## src/hdl/urxfb_pkg.sv

```systemverilog
`default_nettype none

package urxfb_pkg;

  // Fixed field widths
  localparam int PERIOD_W  = 16;
  localparam int ELAPSED_W = 12;
  localparam int BYTE_W    = 8;

  // Sample counter and sample points saturate here
  localparam logic [ELAPSED_W-1:0] ELAPSED_MAX = '1;

  // Defaults for the top-level parameters
  localparam int FRAC_BITS_DEF      = 8;
  localparam int DATA_BITS_DEF      = 8;
  localparam int DEFAULT_PERIOD_DEF = 16;

  typedef struct packed {
    logic [BYTE_W-1:0] data_byte;
    logic              stop_ok;
  } result_t;

endpackage

`default_nettype wire

```

## src/hdl/urxfb_in_if.sv

```systemverilog
`default_nettype none

interface urxfb_in_if;
  logic valid;
  logic ready;
  logic line_sample;

  modport source (output valid, output line_sample, input ready);
  modport sink (input valid, input line_sample, output ready);
endinterface

`default_nettype wire

```

## src/hdl/urxfb_out_if.sv

```systemverilog
`default_nettype none

interface urxfb_out_if;
  logic                           valid;
  logic                           ready;
  logic [urxfb_pkg::BYTE_W-1:0]   data_byte;
  logic                           stop_ok;

  modport source (output valid, output data_byte, output stop_ok, input ready);
  modport sink (input valid, input data_byte, input stop_ok, output ready);
endinterface

`default_nettype wire

```

## src/hdl/uart_receiver_fractional_bit_period_top.sv

```systemverilog
// UART receiver with fractional bit period and mid-bit sampling.
// sample channel: one oversampled line level per word (1 idle, 0 low).
// frame channel: one word per frame, data_byte (LSB first) and stop_ok.
// cfg_wr_en / cfg_wr_data: writes bit_period, samples per bit with
//   FRAC_BITS fraction bits; the sample-point table is rebuilt in the
//   same edge, so a sample word may follow in the very next cycle.
// Timing: one sample word per cycle sustained. Each word is fully handled
//   in the cycle it is accepted; every sample point that falls on it
//   (several can coincide at short periods) is resolved at once.
// Latency: the frame word is valid the cycle after the stop sample is taken.
// Stall: the frame word sits in an output register; sample words keep
//   flowing while it is free or being taken, and sample.ready drops only
//   while a finished frame waits on a stalled frame.ready.
// Reset (synchronous, rst high): hunting for a start edge, no frame word
//   pending, bit_period back to DEFAULT_PERIOD << FRAC_BITS.
// A low stop sample still yields a frame word with stop_ok low; hunting
//   resumes with the next sample.
`default_nettype none

module uart_receiver_fractional_bit_period_top #(
  parameter int FRAC_BITS      = urxfb_pkg::FRAC_BITS_DEF,
  parameter int DATA_BITS      = urxfb_pkg::DATA_BITS_DEF,
  parameter int DEFAULT_PERIOD = urxfb_pkg::DEFAULT_PERIOD_DEF
) (
  input  logic                           clk,
  input  logic                           rst,
  input  logic                           cfg_wr_en,
  input  logic [urxfb_pkg::PERIOD_W-1:0] cfg_wr_data,
  urxfb_in_if.sink                       sample,
  urxfb_out_if.source                    frame
);

  // sample points for bits 1 .. DATA_BITS+1, from the current period
  logic [urxfb_pkg::ELAPSED_W-1:0] points [DATA_BITS+1];
  urxfb_pkg::result_t              out_word;

  urxfb_points #(
    .FRAC_BITS      (FRAC_BITS),
    .DATA_BITS      (DATA_BITS),
    .DEFAULT_PERIOD (DEFAULT_PERIOD)
  ) u_points (
    .clk         (clk),
    .rst         (rst),
    .cfg_wr_en   (cfg_wr_en),
    .cfg_wr_data (cfg_wr_data),
    .points      (points)
  );

  urxfb_core #(
    .DATA_BITS (DATA_BITS)
  ) u_core (
    .clk         (clk),
    .rst         (rst),
    .in_valid    (sample.valid),
    .in_ready    (sample.ready),
    .line_sample (sample.line_sample),
    .points      (points),
    .out_valid   (frame.valid),
    .out_ready   (frame.ready),
    .out_word    (out_word)
  );

  // unpack the held frame word onto the channel
  assign frame.data_byte = out_word.data_byte;
  assign frame.stop_ok   = out_word.stop_ok;

endmodule

`default_nettype wire

```

## src/hdl/urxfb_points.sv

```systemverilog
`default_nettype none

// Sample-point table: point k = round((k + 0.5) * period), k = 1 .. DATA_BITS+1,
// worked out once whenever a new period is written on cfg_wr_data (or at reset).
module urxfb_points #(
  parameter int FRAC_BITS      = urxfb_pkg::FRAC_BITS_DEF,
  parameter int DATA_BITS      = urxfb_pkg::DATA_BITS_DEF,
  parameter int DEFAULT_PERIOD = urxfb_pkg::DEFAULT_PERIOD_DEF
) (
  input  logic                              clk,
  input  logic                              rst,
  input  logic                              cfg_wr_en,
  input  logic [urxfb_pkg::PERIOD_W-1:0]    cfg_wr_data,
  output logic [urxfb_pkg::ELAPSED_W-1:0]   points [DATA_BITS+1]
);

  // period * (2k+1) needs at most 5 extra bits, one more for the rounding add
  localparam int NUM_W = urxfb_pkg::PERIOD_W + 6;
  localparam logic [urxfb_pkg::PERIOD_W-1:0] RESET_PERIOD =
    urxfb_pkg::PERIOD_W'(DEFAULT_PERIOD << FRAC_BITS);

  logic [urxfb_pkg::PERIOD_W-1:0]  src;
  logic [NUM_W-1:0]                num [DATA_BITS+1];
  logic [NUM_W-1:0]                quo [DATA_BITS+1];
  logic [urxfb_pkg::ELAPSED_W-1:0] points_next [DATA_BITS+1];

  always_comb begin
    src = rst ? RESET_PERIOD : cfg_wr_data;
    for (int i = 0; i <= DATA_BITS; i++) begin
      // constant odd multiplier: a couple of shift-adds
      num[i] = NUM_W'(src) * NUM_W'(2 * i + 3) + NUM_W'(1 << FRAC_BITS);
      quo[i] = num[i] >> (FRAC_BITS + 1);
      points_next[i] = (quo[i] > NUM_W'(urxfb_pkg::ELAPSED_MAX)) ?
                       urxfb_pkg::ELAPSED_MAX : urxfb_pkg::ELAPSED_W'(quo[i]);
    end
  end

  always_ff @(posedge clk) begin
    if (rst || cfg_wr_en) begin
      points <= points_next;
    end
  end

endmodule

`default_nettype wire

```

## src/hdl/urxfb_core.sv

```systemverilog
`default_nettype none

// Frame tracker: one sample per accepted word, all coinciding sample points
// resolved in the same cycle, result held in an output register.
module urxfb_core #(
  parameter int DATA_BITS = urxfb_pkg::DATA_BITS_DEF
) (
  input  logic                             clk,
  input  logic                             rst,
  input  logic                             in_valid,
  output logic                             in_ready,
  input  logic                             line_sample,
  input  logic [urxfb_pkg::ELAPSED_W-1:0]  points [DATA_BITS+1],
  output logic                             out_valid,
  input  logic                             out_ready,
  output urxfb_pkg::result_t               out_word
);

  localparam int POS_W = $clog2(DATA_BITS + 1);
  localparam int OUT_N = (DATA_BITS < urxfb_pkg::BYTE_W) ? DATA_BITS : urxfb_pkg::BYTE_W;

  logic                            busy;
  logic [urxfb_pkg::ELAPSED_W-1:0] elapsed;
  logic [urxfb_pkg::ELAPSED_W-1:0] next_point;
  logic [POS_W-1:0]                bit_pos;
  logic [DATA_BITS-1:0]            shift_data;

  logic                            accept;
  logic                            active;
  logic                            run;
  logic                            done;
  logic [DATA_BITS:0]              take;
  logic [urxfb_pkg::ELAPSED_W-1:0] elapsed_next;
  logic [urxfb_pkg::ELAPSED_W-1:0] first_pt;
  logic [urxfb_pkg::ELAPSED_W-1:0] pt;
  logic [urxfb_pkg::ELAPSED_W-1:0] next_point_next;
  logic [POS_W-1:0]                pos0;
  logic [POS_W-1:0]                bit_pos_next;
  logic [DATA_BITS-1:0]            shift0;
  logic [DATA_BITS-1:0]            shift_data_next;

  assign in_ready = !out_valid || out_ready;
  assign accept   = in_valid && in_ready;

  always_comb begin
    // first low sample while hunting is offset 0
    active = busy || !line_sample;
    if (!busy) begin
      elapsed_next = '0;
    end else if (elapsed == urxfb_pkg::ELAPSED_MAX) begin
      elapsed_next = elapsed;
    end else begin
      elapsed_next = elapsed + 1'b1;
    end
    pos0     = busy ? bit_pos : '0;
    shift0   = busy ? shift_data : '0;
    first_pt = busy ? next_point : points[0];

    // walk the points from the current bit; stop at the first not reached
    run          = active;
    take         = '0;
    pt           = first_pt;
    bit_pos_next = pos0;
    for (int j = 0; j <= DATA_BITS; j++) begin
      if (POS_W'(j) >= pos0) begin
        pt      = (POS_W'(j) == pos0) ? first_pt : points[j];
        run     = run && (elapsed_next >= pt);
        take[j] = run;
        if (run && j < DATA_BITS) begin
          bit_pos_next = POS_W'(j + 1);
        end
      end
    end
    done = take[DATA_BITS];

    for (int j = 0; j < DATA_BITS; j++) begin
      shift_data_next[j] = take[j] ? line_sample : shift0[j];
    end

    next_point_next = (bit_pos_next != pos0) ? points[bit_pos_next] : first_pt;
  end

  always_ff @(posedge clk) begin
    if (rst) begin
      busy       <= 1'b0;
      elapsed    <= '0;
      next_point <= '0;
      bit_pos    <= '0;
      shift_data <= '0;
      out_valid  <= 1'b0;
    end else begin
      if (accept && done) begin
        out_valid <= 1'b1;
      end else if (out_ready) begin
        out_valid <= 1'b0;
      end
      if (accept && done) begin
        busy       <= 1'b0;
        elapsed    <= '0;
        next_point <= '0;
        bit_pos    <= '0;
        shift_data <= shift_data_next;
      end else if (accept && active) begin
        busy       <= 1'b1;
        elapsed    <= elapsed_next;
        next_point <= next_point_next;
        bit_pos    <= bit_pos_next;
        shift_data <= shift_data_next;
      end
    end
  end

  always_ff @(posedge clk) begin
    if (accept && done) begin
      out_word.data_byte <= urxfb_pkg::BYTE_W'(shift_data_next[OUT_N-1:0]);
      out_word.stop_ok   <= line_sample;
    end
  end

  // a stop sample always ends the frame
  a_frame_end: assert property (@(posedge clk) disable iff (rst)
    accept && done |=> !busy && out_valid)
    else $error("frame did not close on stop sample");

  // while hunting the counters sit at zero
  a_hunt_clear: assert property (@(posedge clk) disable iff (rst)
    !busy |-> elapsed == '0 && bit_pos == '0)
    else $error("counters not cleared while hunting");

  // bit position stays within the frame
  a_pos_range: assert property (@(posedge clk) disable iff (rst)
    busy |-> bit_pos <= POS_W'(DATA_BITS))
    else $error("bit position beyond stop bit");

  // sample counter advances by one per word inside a frame until it saturates
  a_elapsed_step: assert property (@(posedge clk) disable iff (rst)
    accept && busy && !done && elapsed != urxfb_pkg::ELAPSED_MAX
    |=> elapsed == $past(elapsed) + 1'b1)
    else $error("sample counter skipped");

endmodule

`default_nettype wire
```

## src/flat_wrapper.sv

```systemverilog
// flat-port wrapper written by rule: the top's interface ports become plain ports
module uart_receiver_fractional_bit_period_top_flat 
#(
  parameter int FRAC_BITS      = urxfb_pkg::FRAC_BITS_DEF,
  parameter int DATA_BITS      = urxfb_pkg::DATA_BITS_DEF,
  parameter int DEFAULT_PERIOD = urxfb_pkg::DEFAULT_PERIOD_DEF
)
  (clk, rst, cfg_wr_en, cfg_wr_data, sample_valid, sample_line_sample, sample_ready, frame_valid, frame_data_byte, frame_stop_ok, frame_ready);
  urxfb_in_if sample_i ();
  urxfb_out_if frame_i ();
  input  logic clk;
  input  logic rst;
  input  logic cfg_wr_en;
  input  logic [urxfb_pkg::PERIOD_W-1:0] cfg_wr_data;
  input wire logic [$bits(sample_i.valid)-1:0] sample_valid;
  input wire logic [$bits(sample_i.line_sample)-1:0] sample_line_sample;
  output wire logic [$bits(sample_i.ready)-1:0] sample_ready;
  output wire logic [$bits(frame_i.valid)-1:0] frame_valid;
  output wire logic [$bits(frame_i.data_byte)-1:0] frame_data_byte;
  output wire logic [$bits(frame_i.stop_ok)-1:0] frame_stop_ok;
  input wire logic [$bits(frame_i.ready)-1:0] frame_ready;
  assign sample_i.valid = sample_valid;
  assign sample_i.line_sample = sample_line_sample;
  assign sample_ready = sample_i.ready;
  assign frame_valid = frame_i.valid;
  assign frame_data_byte = frame_i.data_byte;
  assign frame_stop_ok = frame_i.stop_ok;
  assign frame_i.ready = frame_ready;
  uart_receiver_fractional_bit_period_top #(.FRAC_BITS(FRAC_BITS), .DATA_BITS(DATA_BITS), .DEFAULT_PERIOD(DEFAULT_PERIOD)) u_core (.clk(clk), .rst(rst), .cfg_wr_en(cfg_wr_en), .cfg_wr_data(cfg_wr_data), .sample(sample_i), .frame(frame_i));
endmodule
```

## config.mk

```make
export PLATFORM = sky130hd
export DESIGN_NAME = uart_receiver_fractional_bit_period_top_flat
export DESIGN_NICKNAME = d
export VERILOG_FILES = /design/src/hdl/urxfb_pkg.sv /design/src/hdl/urxfb_in_if.sv /design/src/hdl/urxfb_out_if.sv /design/src/hdl/uart_receiver_fractional_bit_period_top.sv /design/src/hdl/urxfb_points.sv /design/src/hdl/urxfb_core.sv /design/src/flat_wrapper.sv
export SDC_FILE = /design/constraint.sdc
export NUM_CORES = 1
export LEC_CHECK = 0
export ABC_AREA = 1
export BUFFER_PORTS_ARGS = -buffer_cell sky130_fd_sc_hd__buf_2
export CAP_MARGIN = 0
export CORE_UTILIZATION = 48
export CTS_CLUSTER_SIZE = 25
export DETAILED_ROUTE_END_ITERATION = 8
export PLACE_DENSITY = 0.65
export SLEW_MARGIN = 40
export SYNTH_ARGS = -nofsm -noshare
export SYNTH_HDL_FRONTEND = slang
export SYNTH_SLANG_ARGS = --single-unit
```

## constraint.sdc

```tcl
create_clock -name clk -period 13.8 [get_ports clk]
set_input_delay 2.07 -clock clk [delete_from_list [all_inputs] [get_ports clk]]
set_output_delay 2.07 -clock clk [all_outputs]
set_load 0.02 [all_outputs]
```

Yosys cells after proc, flatten, opt, wreduce, memory -nomap -nowiden

Index checks and enable logic that the tools add are counted.
Widths: inputs -> output; s select.

Register bits after elaboration: 155
Bits of input ports: 22
Word-level logic and storage cells: 160

Add/subtract/negate cells: 10
$mul: 9
$lt $le $gt $ge: 28
Equality and inequality tests: 10
Muxes and demuxes: 64
Bitwise logic cells: 1
Reductions and logical operators: 21

Operators with widths:

| operator              | number |
|---|---|
| $mux 12               | 15 |
| $ge 12x12->1          | 9 |
| $add 20x9->21 const B | 4 |
| $mul 16x4->20 const B | 4 |
| $mux 4                | 17 |
| $bmux 12 s4           | 1 |
| $gt 12x12->1 const B  | 4 |
| $add 21x9->22 const B | 2 |
| $mul 16x5->21 const B | 2 |
| $add 19x9->20 const B | 2 |
| $mul 16x3->19 const B | 2 |
| $mux 1                | 27 |
| $gt 13x12->1 const B  | 2 |
| $gt 11x12->1 const B  | 2 |
| $mux 8                | 3 |
| $add 18x9->19 const B | 1 |
| $mul 16x2->18 const B | 1 |
| $eq 3x4->1 const A    | 4 |
| $ge 3x4->1 const A    | 4 |
| $mux 16               | 1 |
| $add 12x1->12 const B | 1 |
| $eq 12x12->1 const B  | 1 |
| $gt 10x12->1 const B  | 1 |
| $logic_and 1x1->1     | 12 |
| other kinds (14)      | 21 |

Longest topological paths before layout

Gate-level depths: netlist of the first run.

Depth after elaboration: 26
Gate-level depth with buffers: 41
Mapped depth without buffers: 38

Hierarchy

Synthesis of the first run repeated with hierarchy kept, for this count alone.

Cells, all modules: 3162
Area, all modules: 21911.0 sq um

By module, submodules not included:

| module       | instances | cells each | area an instance (sq um) | sequential area each (sq um) |
|---|---|---|---|---|
| urxfb_points | 1         | 1817       | 13959.6                  | 3032.9 |
| urxfb_core   | 1         | 1345       | 7951.4                   | 1031.0 |

Least setup slack after synthesis of the first run

OpenSTA, ideal clock, no wires.

Path kind: input to register
From: input rst
To: register u_core.u_points.points[33] (netlist name) (data pin)
Data arrival time: 6.705 ns
Setup slack: 6.836 ns
Stages on the path: 27
Path buffers: 2
Cell sequence: buf_2 > inv_2 > clkbuf_1 > nand2_1 > inv_1 > fa_1 > fa_1 > ha_1 > ha_1 > a21oi_1 > nand2_1 > a21oi_1 > o21bai_1 > a21o_1 > a21o_1 > nand2_1 > nand2_1 > a21o_1 > nand2_1 > nand2_1 > nand2_1 > nand2_1 > nand2_1 > nand2_1 > nand3_1 > nand2_1 > xor2_1

Cells in the longest elaborated chain, start to end: 4

Ends and longest elaborated chain:

| item                 | line               | text |
|---|---|---|
| start, declared      | flat_wrapper.sv:12 | `input logic rst;` |
| $mux 16 (*)          | urxfb_points.sv:28 | `src = rst ? RESET_PERIOD : cfg_wr_data;` |
| $mul 16x4->20 (*)    | urxfb_points.sv:31 | `num[i] = NUM_W'(src) * NUM_W'(2 * i + 3) + NUM_W'(1 << FRAC_BITS);` |
| $add 20x9->21 (*)    | urxfb_points.sv:31 |  |
| $gt 12x12->1         | urxfb_points.sv:33 | `points_next[i] = (quo[i] > NUM_W'(urxfb_pkg::ELAPSED_MAX)) ?` |
| end signal, assigned | urxfb_points.sv:40 | `points <= points_next;` |
| end, declared        | urxfb_points.sv:14 | `output logic [urxfb_pkg::ELAPSED_W-1:0] points [DATA_BITS+1]` |

Every way passes the cells marked *; elsewhere a longest branch is shown, timed or not.
A chain may end at the register's enable or synchronous reset.

Worst setup path after layout of the first run

From: input rst
To: register u_core.u_points.points[9] (netlist name) (data pin)

Cells in the longest elaborated chain, start to end: 4

Ends and longest elaborated chain:

| item              | line |
|---|---|
| $mux 16 (*)       | urxfb_points.sv:28 |
| $mul 16x5->21 (*) | urxfb_points.sv:31 |
| $add 21x9->22 (*) | urxfb_points.sv:31 |
| $gt 13x12->1      | urxfb_points.sv:33 |

Marks and branches as above.

==> impl_results.md, run 1 <==
* # H-tree levels at 4
* Post-synthesis sequential area ratio at approximately 22%
* CTS Sinks at roughly 150
* Clock root buffer: clkbuf_16
* Initial detailed-routing violation count at 1029
* Die width at about 200 microns
* Seq cells post-synth at between 100 and 150
* Worst Tran Pin Value at 0.8670 ns
* Total GRT Usage at ~28%
* Via count at 15431
* Crit start category: input pin
* Clk slew on worst S/H paths at ~0.07 ns
* Drt drc at 0
* CP max FO at 19
* Async SR Flop Fraction at 0%
* Area contributors post-synth: ha_1 (26%), edfxtp_1 (18%), nand2_1 (9.5%), inv_1 (8.8%), fa_1 (8.1%)
* Max clock buf depth at 2
* Part of the cycle the worst path needs at between 50% and 60%
* Clock insertion delay at the later pin of the skew report at between 0.4 and 0.5 ns
* Post-CTS Hold Buffers at 0
* CTS tree: done
* # Post-CTS Setup Buffers at 0
* Synth Flop Type: edfxtp_1
* Worst Hold End: u_core.u_core.next_point[0]
* Antenna Nets Post-Route at 0
* Fraction of layout cells with a size suffix above 1 at under 10%
* Routed Wire Length at roughly 53 mm
* First-pass GRT wire length at around 83 mm
* Top post-synthesis cells by count: nand2_1 (470), inv_1 (436), ha_1 (384)
* Cts repair resizes at 0
* Synth Cell Area at between 15000 and 20000 sq um
* Initial Util at 49.15%
* Critical path data arrival time at 7.47 ns
* Yosys cell types at 54
* I/O Pins at 33
* Gpl congestion at ~0.9
* Largest net degree at the start of global routing at between 80 and 90
* Die Height at about 200 microns
* WL/cell at ~18 microns
* RSZ-0062 raised after global routing: false
* Final Max Tran Viols at 0
* Setup_tns at 0 ns
* Most frequent cell after synthesis: nand2_1
* YS warnings at 0
* Hold Path Origin: u_core.u_core.next_point[0]
* Filler cell count at ~3600
* R2R depth at 37
* R2r setup slk at between 7 and 8 ns
* P per Cell Area at about 98 nW/um^2
* Final WS setup at 6.511 ns
* P_leak at 10.89 nW
* Worst Hold Class: register to register
* Hold path cells at 2
* Maxcap violations at 0
* Final Hold Viols at 0
* FMAX at about 140 MHz
* HPWL Detailed at between 40 and 50 mm
* Worst setup EP type: register
* Final #Nets at 2832
* Layout area overhead at 6.886%
* VDD IR-drop max at 83.26 uV
* Die area at ~40000 sq um
* Initial antenna violation count at 0
* Cells after Synth at roughly 2300
* Placement Setup Slack at 6.196 ns
* Status: finished, final reports clean
* Vias per cell at roughly 5.4
* Syn Nets at 2819
* Rel. slew slack at between 40% and 50%
* Hold WS at about 0.46 ns
* Largest area contributor in the netlist: ha_1
* Post-synth EDFFs at 110
* Setup Viol. Count Final at 0
* Drt pass-1 iters at 5
* Grt ovf at 0
* Number of port buffers at 32
* Top-area cell type share of the netlist area at 25.77%
* TritonCTS buffer count at 17
* Final min period at approximately 7.3 ns
* Row count at 71
* CP Data Required Time at 13.98 ns
* Syn avg cell area at 7.974 sq um
* ANT cells at 0
* Worst Setup Path Type: input pin to register
* Skew final at ~0.011 ns
* Core ar. at around 38000 sq um
* Vias in the first global route at between 15000 and 20000
* Worst R2R Start: u_core.u_core.busy
* Worst R2R End: u_core.u_core.next_point[1]
==> sequential cells by signal, summed over array words and instances (netlist names) <==
name	count
u_core.u_core.bit_pos	4
u_core.u_core.busy	1
u_core.u_core.elapsed	12
u_core.u_core.next_point	12
u_core.u_core.out_valid	1
u_core.u_core.out_word	9
u_core.u_core.shift_data	8
u_core.u_points.points	101
==> worst max-delay path: stages <==
cell      delay, ns
buf_2          0.24
inv_2          0.25
nand2_1        0.27
clkinv_1       0.67
ha_1           0.60
inv_1          0.09
fa_1           0.50
fa_1           0.51
inv_1          0.04
ha_1           0.31
nand2_1        0.08
nand2_1        0.08
a21oi_1        0.21
o21bai_1       0.13
a21o_1         0.21
a21oi_1        0.23
inv_1          0.08
a21oi_1        0.39
o21ai_0        0.21
a21oi_1        0.20
xnor2_1        0.08
==> power breakdown <==
part / leakage, nW / switching, mW / internal (mW)
logic: 9.18 / 0.517 / 0.312
clock network: 0.273 / 0.198 / 0.269
registers: 1.45 / 0.0591 / 0.601
total: 10.9 / 0.775 / 1.18
==> layout make-up <==
class	count	area (sq um)	area share [%]
multi-input combinational	1685	12660	63.51
timing repair buffer	49	291.5	1.463
inverter	450	1693	8.496
clock inverter	14	153.9	0.7723
sequential	148	4064	20.39
clock buffer	18	429.2	2.154
tap	511	639.4	3.209
==> cells in the final DEF (no fill, tap or decap), drive strengths merged, types with 3 or more instances in the layout <==
| cell type | count |
|---|---|
| dfxtp | 38 |
| nor2 | 89 |
| nand2 | 480 |
| buf | 49 |
| nand3b | 32 |
| o21bai | 20 |
| clkinvlp | 4 |
| inv | 448 |
| xnor2 | 38 |
| xor2 | 47 |
| clkbuf | 18 |
| clkinv | 10 |
| a211oi | 10 |
| o31a | 3 |
| o21ai | 164 |
| o211ai | 3 |
| o31ai | 4 |
| a21o | 17 |
| edfxtp | 110 |
| o21a | 7 |
| fa | 75 |
| nand3 | 129 |
| and2 | 3 |
| a21boi | 9 |
| or2 | 14 |
| a21oi | 124 |
| nor3 | 12 |
| ha | 384 |
| nand4 | 12 |
==> routing by layer <==
metal	track usage [%]	routed length, microns	vias up	part of all wire [%]
met1	36.80	23550	7185	45
met2	45.97	24530	470	47
li1	-	-	7669	-
met5	0	0	-	0
met4	9.972	1756	0	3.3
met3	3.308	2745	107	5.2
==> per-stage QoR <==
step                      cells  power (mW)  utilization, %  area, sq um
after detailed placement   2843       1.485           50.99        19340
after CTS                  2875       1.956           52.53        19930
after global placement     2843       1.463           50.91        19310
after global routing       2875       2.104           52.53        19930
final                      2875       1.955           52.53        19930
after floorplan            2338       1.233               -        18640
==> worst max path at each step <==
stage | start | to | depth (start not counted)
global route | rst | u_core.u_points.points[9] | 21
global placement | rst | u_core.u_points.points[9] | 26
finish | rst | u_core.u_points.points[9] | 21
floorplan | rst | u_core.u_points.points[33] | 27
CTS | rst | u_core.u_points.points[9] | 21
detailed placement | rst | u_core.u_points.points[9] | 21
==> logic make-up after synthesis <==
logic type	after synthesis	synth area share [%]
flops	148	21.80
simple gates	771	18.62
compound gates	370	11.24
fa+ha+maj	459	33.83
xor+xnor	85	3.993
buf+inv	505	10.52
No activity file was read; power rests on OpenSTA's default activity.
==> run 2: changes to the inputs <==
--- a/config.mk
+++ b/config.mk
@@ -5,13 +5,13 @@
 export SDC_FILE = /design/constraint.sdc
 export NUM_CORES = 1
 export LEC_CHECK = 0
-export ABC_AREA = 1
+export ABC_AREA = 0
 export BUFFER_PORTS_ARGS = -buffer_cell sky130_fd_sc_hd__buf_2
 export CAP_MARGIN = 0
 export CORE_UTILIZATION = 48
 export CTS_CLUSTER_SIZE = 25
 export DETAILED_ROUTE_END_ITERATION = 8
-export PLACE_DENSITY = 0.65
+export PLACE_DENSITY = 0.67
 export SLEW_MARGIN = 40
 export SYNTH_ARGS = -nofsm -noshare
 export SYNTH_HDL_FRONTEND = slang
==> constraint.sdc (replaced) <==
create_clock -name clk -period 6.4 [get_ports clk]
set_input_delay 0.96 -clock clk [delete_from_list [all_inputs] [get_ports clk]]
set_output_delay 0.96 -clock clk [all_outputs]
set_load 0.02 [all_outputs]
==> run 2 against run 1 <==
  * First-iteration DRC count grew 14%
  * Sequential share of layout area grew 0.55 points
  * Highest routed layer is now met5
  * Register-to-register slack lost 6.6 ns
  * Sequential power grew 130%
  * Die area shrank 4.9%
  * Clock-buffer cell count shrank 1
  * Critical path type unchanged
  * Total power grew 100%
==> impl_results.md, run 2 <==
* TritonCTS buffer count at 17
* Hold WS at 0.4580 ns
* Buf+Inv Stages, Crit Path at 6
* CTS tree: done
* Most common cell after layout, fill and taps aside: ha_1
* ANT cells at 0
* Number of port buffers at 32
* Final Hold Viols at 0
* Largest regs: u_core.u_points.points: 101 flops, u_core.u_core.elapsed: 12 flops, u_core.u_core.next_point: 12 flops
* YS warnings at 0
* Layout area overhead at 9.494%
* Worst R2R Start: u_core.u_core.elapsed[0]
* Post-Layout Cell Count at roughly 2500
* I/O Pins at 33
* Worst Setup Path Type: input pin to register
* Commonest cells after routing, fill and taps aside: ha_1 (384), inv_1 (197), nor2_1 (149)
* Initial Util at ~50%
* Crit start category: input pin
* Drt pass-1 iters at 7
* Worst R2R End: u_core.u_core.next_point[4]
* Most frequent cell after synthesis: ha_1
* Top-area cell type share of the netlist area at 27.11%
* Worst Hold Class: register to register
* Top post-synthesis cells by count: ha_1 (384), inv_1 (197), nor2_1 (150)
* Clk slew on worst S/H paths at roughly 0.070 ns
* Dpl cells at about 2400
* Grt ovf at 0
* Core ar. at between 30000 and 40000 sq um
* Mux cell area share after synthesis at slightly above 3%
* Main combinational cell family by area after synthesis: adder cells
* CP max FO at 17
* Vias per cell at roughly 6
* Largest area contributor in the netlist: ha_1
* R2R depth at 25
* Worst-path cell chain: buf_2 -> nand2b_1 -> inv_1 -> buf_4 -> ha_1 -> inv_1 -> fa_1 -> inv_1 -> ha_1 -> ha_1 -> a41o_1 -> a21o_1 -> a21o_1 -> a21oi_1 -> nor2b_1 -> o21a_1 -> o41ai_1 -> buf_4 -> o2111ai_1 -> and2_1 -> o21a_1 -> o21a_1 -> o21ai_0 -> nand2_1
* Max FFs per register at just over 100
* Area contributors post-synth: ha_1 (27%), edfxtp_1 (19%), fa_1 (8.5%), dfxtp_1 (4.3%), inv_1 (4.2%)
* Crit path max-delay family: compound AO/OA/AOI/OAI gates
* P per Cell Area at 206.5 nW/um^2
* Filler cell count at approximately 3300
* Critical path data arrival time at between 6 and 7 ns
* Vias in the first global route at 14378
* Final WS setup at 0.3912 ns
* Final #Nets at between 2000 and 2500
* Post-CTS Hold Buffers at 0
* Post-synth EDFFs at 110
* Gpl congestion at between 0.9 and 1
* Reg with most FFs: u_core.u_points.points
* Initial detailed-routing violation count at ~1200
* Yosys cell types at between 80 and 90
* Die Height at between 150 and 200 microns
* Syn Nets at about 2400
* WL/cell at approximately 20 microns
* Routed Wire Length at about 50 mm
* Clock root buffer: clkbuf_16
* Clock insertion delay at the later pin of the skew report at 0.45 ns
* Rel. slew slack at about two fifths
* Multi-input gate area at ~13000 sq um
* Worst setup EP type: register
* CTS Sinks at ~150
* Hold path cells at 2
* Max stage delay cell, worst path: fa_1
* Row count at 70
* Synth Flop Type: edfxtp_1
* First-pass GRT wire length at 77.98 mm
* VDD IR-drop max at 149.1 uV
* Maxcap violations at 0
* R2r setup slk at 0.45 ns
* Syn avg cell area at 9.290 sq um
* Placement Setup Slack at -0.05042 ns
* Part of the cycle the worst path needs at between 90% and 100%
* RSZ-0062 raised after global routing: false
* Hold Path Origin: u_core.u_core.shift_data[6]
* Total chip power at approximately 4 mW
* Via count at approximately 14000
* Simple-gate share of the synthesized area at between 10% and 20%
* Final core occ at between 50% and 60%
* HPWL Detailed at roughly 40 mm
* Register area at 4065 sq um
* Die width at 194.2 microns
* Worst Tran Pin Value at between 0.8 and 0.9 ns
* Die area at between 30000 and 40000 sq um
* Post-synthesis adder-cell area fraction at between 30% and 40%
* Max clock buf depth at 2
* Initial antenna violation count at 1
* FMAX at approximately 170 MHz
* Cells after Synth at between 1500 and 2000
* Antenna Nets Post-Route at 0
* Synth Area in Compound Gates at around 16%
* Status: finished, final reports clean
* Post-synthesis sequential area ratio at ~23%
* P_leak at 9.565 nW
* XOR/XNOR Fraction of Synth Area at 3.162%
* Fraction of layout cells with a size suffix above 1 at a little under a tenth
* Final Max Tran Viols at 0
* Worst Hold End: u_core.u_core.shift_data[6]
* # H-tree levels at 4
* Async SR Flop Fraction at 0%
* Drt drc at 0
* Largest net degree at the start of global routing at 38
* Setup Viol. Count Final at 0
* Total GRT Usage at between 20% and 30%
* Seq cells post-synth at roughly 150
* Skew final at around 0.015 ns
* CP Data Required Time at 6.59 ns
* Synth Cell Area at 17730 sq um
* Final min period at 6.009 ns
* Max incr delay on CP at 0.49 ns
[run 2: changes by cell type after synthesis, sizes merged, moves of 24 or more]
cell    change
nand3b     -30
nor2b      +24
o21ai      -54
nand3     -103
nor2       +62
nor3       +36
xor2       -26
mux2i      +53
inv       -250
nand2     -357
[run 2: report_power, final]
part / switching (mW) / internal, mW
sequential: 0.230 / 1.29
combinational: 0.831 / 0.636
clock: 0.476 / 0.545
total: 1.54 / 2.47
[run 2: worst max-delay path by stage]
stage / start / end / slack [ns] / depth (start not counted)
2_1_floorplan: rst / u_core.u_points.points[10] / 0.23 / 22
3_3_place_gp: rst / u_core.u_points.points[47] / 0.09 / 24
3_5_place_dp: rst / u_core.u_points.points[47] / -0.05 / 24
4_1_cts: u_core.u_core.elapsed[0] / u_core.u_core.next_point[4] / 0.29 / 21
5_1_grt: u_core.u_core.elapsed[0] / u_core.u_core.next_point[4] / 0.02 / 23
6_report: rst / u_core.u_points.points[47] / 0.39 / 24
[run 2: stage by stage]
step           setup TNS, ns  area [sq um]
2_1_floorplan              0         17730
3_3_place_gp               0         18800
3_5_place_dp        -0.07488         18820
4_1_cts                    0         19390
5_1_grt                    0         19410
6_report                   0         19410
[run 2: cell families (layout without fill, tap and decap cells)]
kind of cell | Yosys count | count (layout)
compound gates | 448 | 448
xor+xnor | 64 | 64
fa+ha+maj | 461 | 461
buf+inv | 256 | 339
flops | 148 | 148
mux | 54 | 54
simple gates | 477 | 478
[run 2: final cells by class]
type	instances	area share [%]
clock buffer	17	2.192
multi-input combinational	1505	65.32
timing repair buffer	110	3.971
sequential	148	20.95
tap	468	3.017
inverter	197	3.810
clock inverter	15	0.7414
[run 2: per-layer routing]
layer	global-route usage (%)	vias up	wire, microns
met3	3.688	64	3225
met2	42.30	430	22240
met1	37.67	6963	22850
met4	7.407	2	1023
met5	0	-	17
li1	-	6997	-
[run 2: timing repair]
| action | in CTS | in global routing |
|---|---|---|
| setup buffers | 0 | 1 |
| resized for setup | 0 | 1 |
| endpoints found under the setup margin | 0 | 9 |
[run 2: worst reg2reg max path: stages, from the launching register on]
cell,delay [ns]
dfxtp_1,0.41
ha_1,0.24
nand3_2,0.14
nor2_1,0.16
nand4_1,0.25
buf_4,0.25
nand3_1,0.09
xor2_1,0.07
nor2_1,0.28
buf_4,0.25
ha_1,0.26
a21o_1,0.17
a221oi_1,0.25
o21ai_0,0.19
buf_4,0.19
a41oi_1,0.25
o221ai_1,0.15
or2b_2,0.22
and3b_1,0.19
and3_4,0.22
nor2_4,0.43
nor2b_1,0.09
or4_1,0.54
buf_4,0.23
nor4bb_1,0.15
nor3_1,0.20
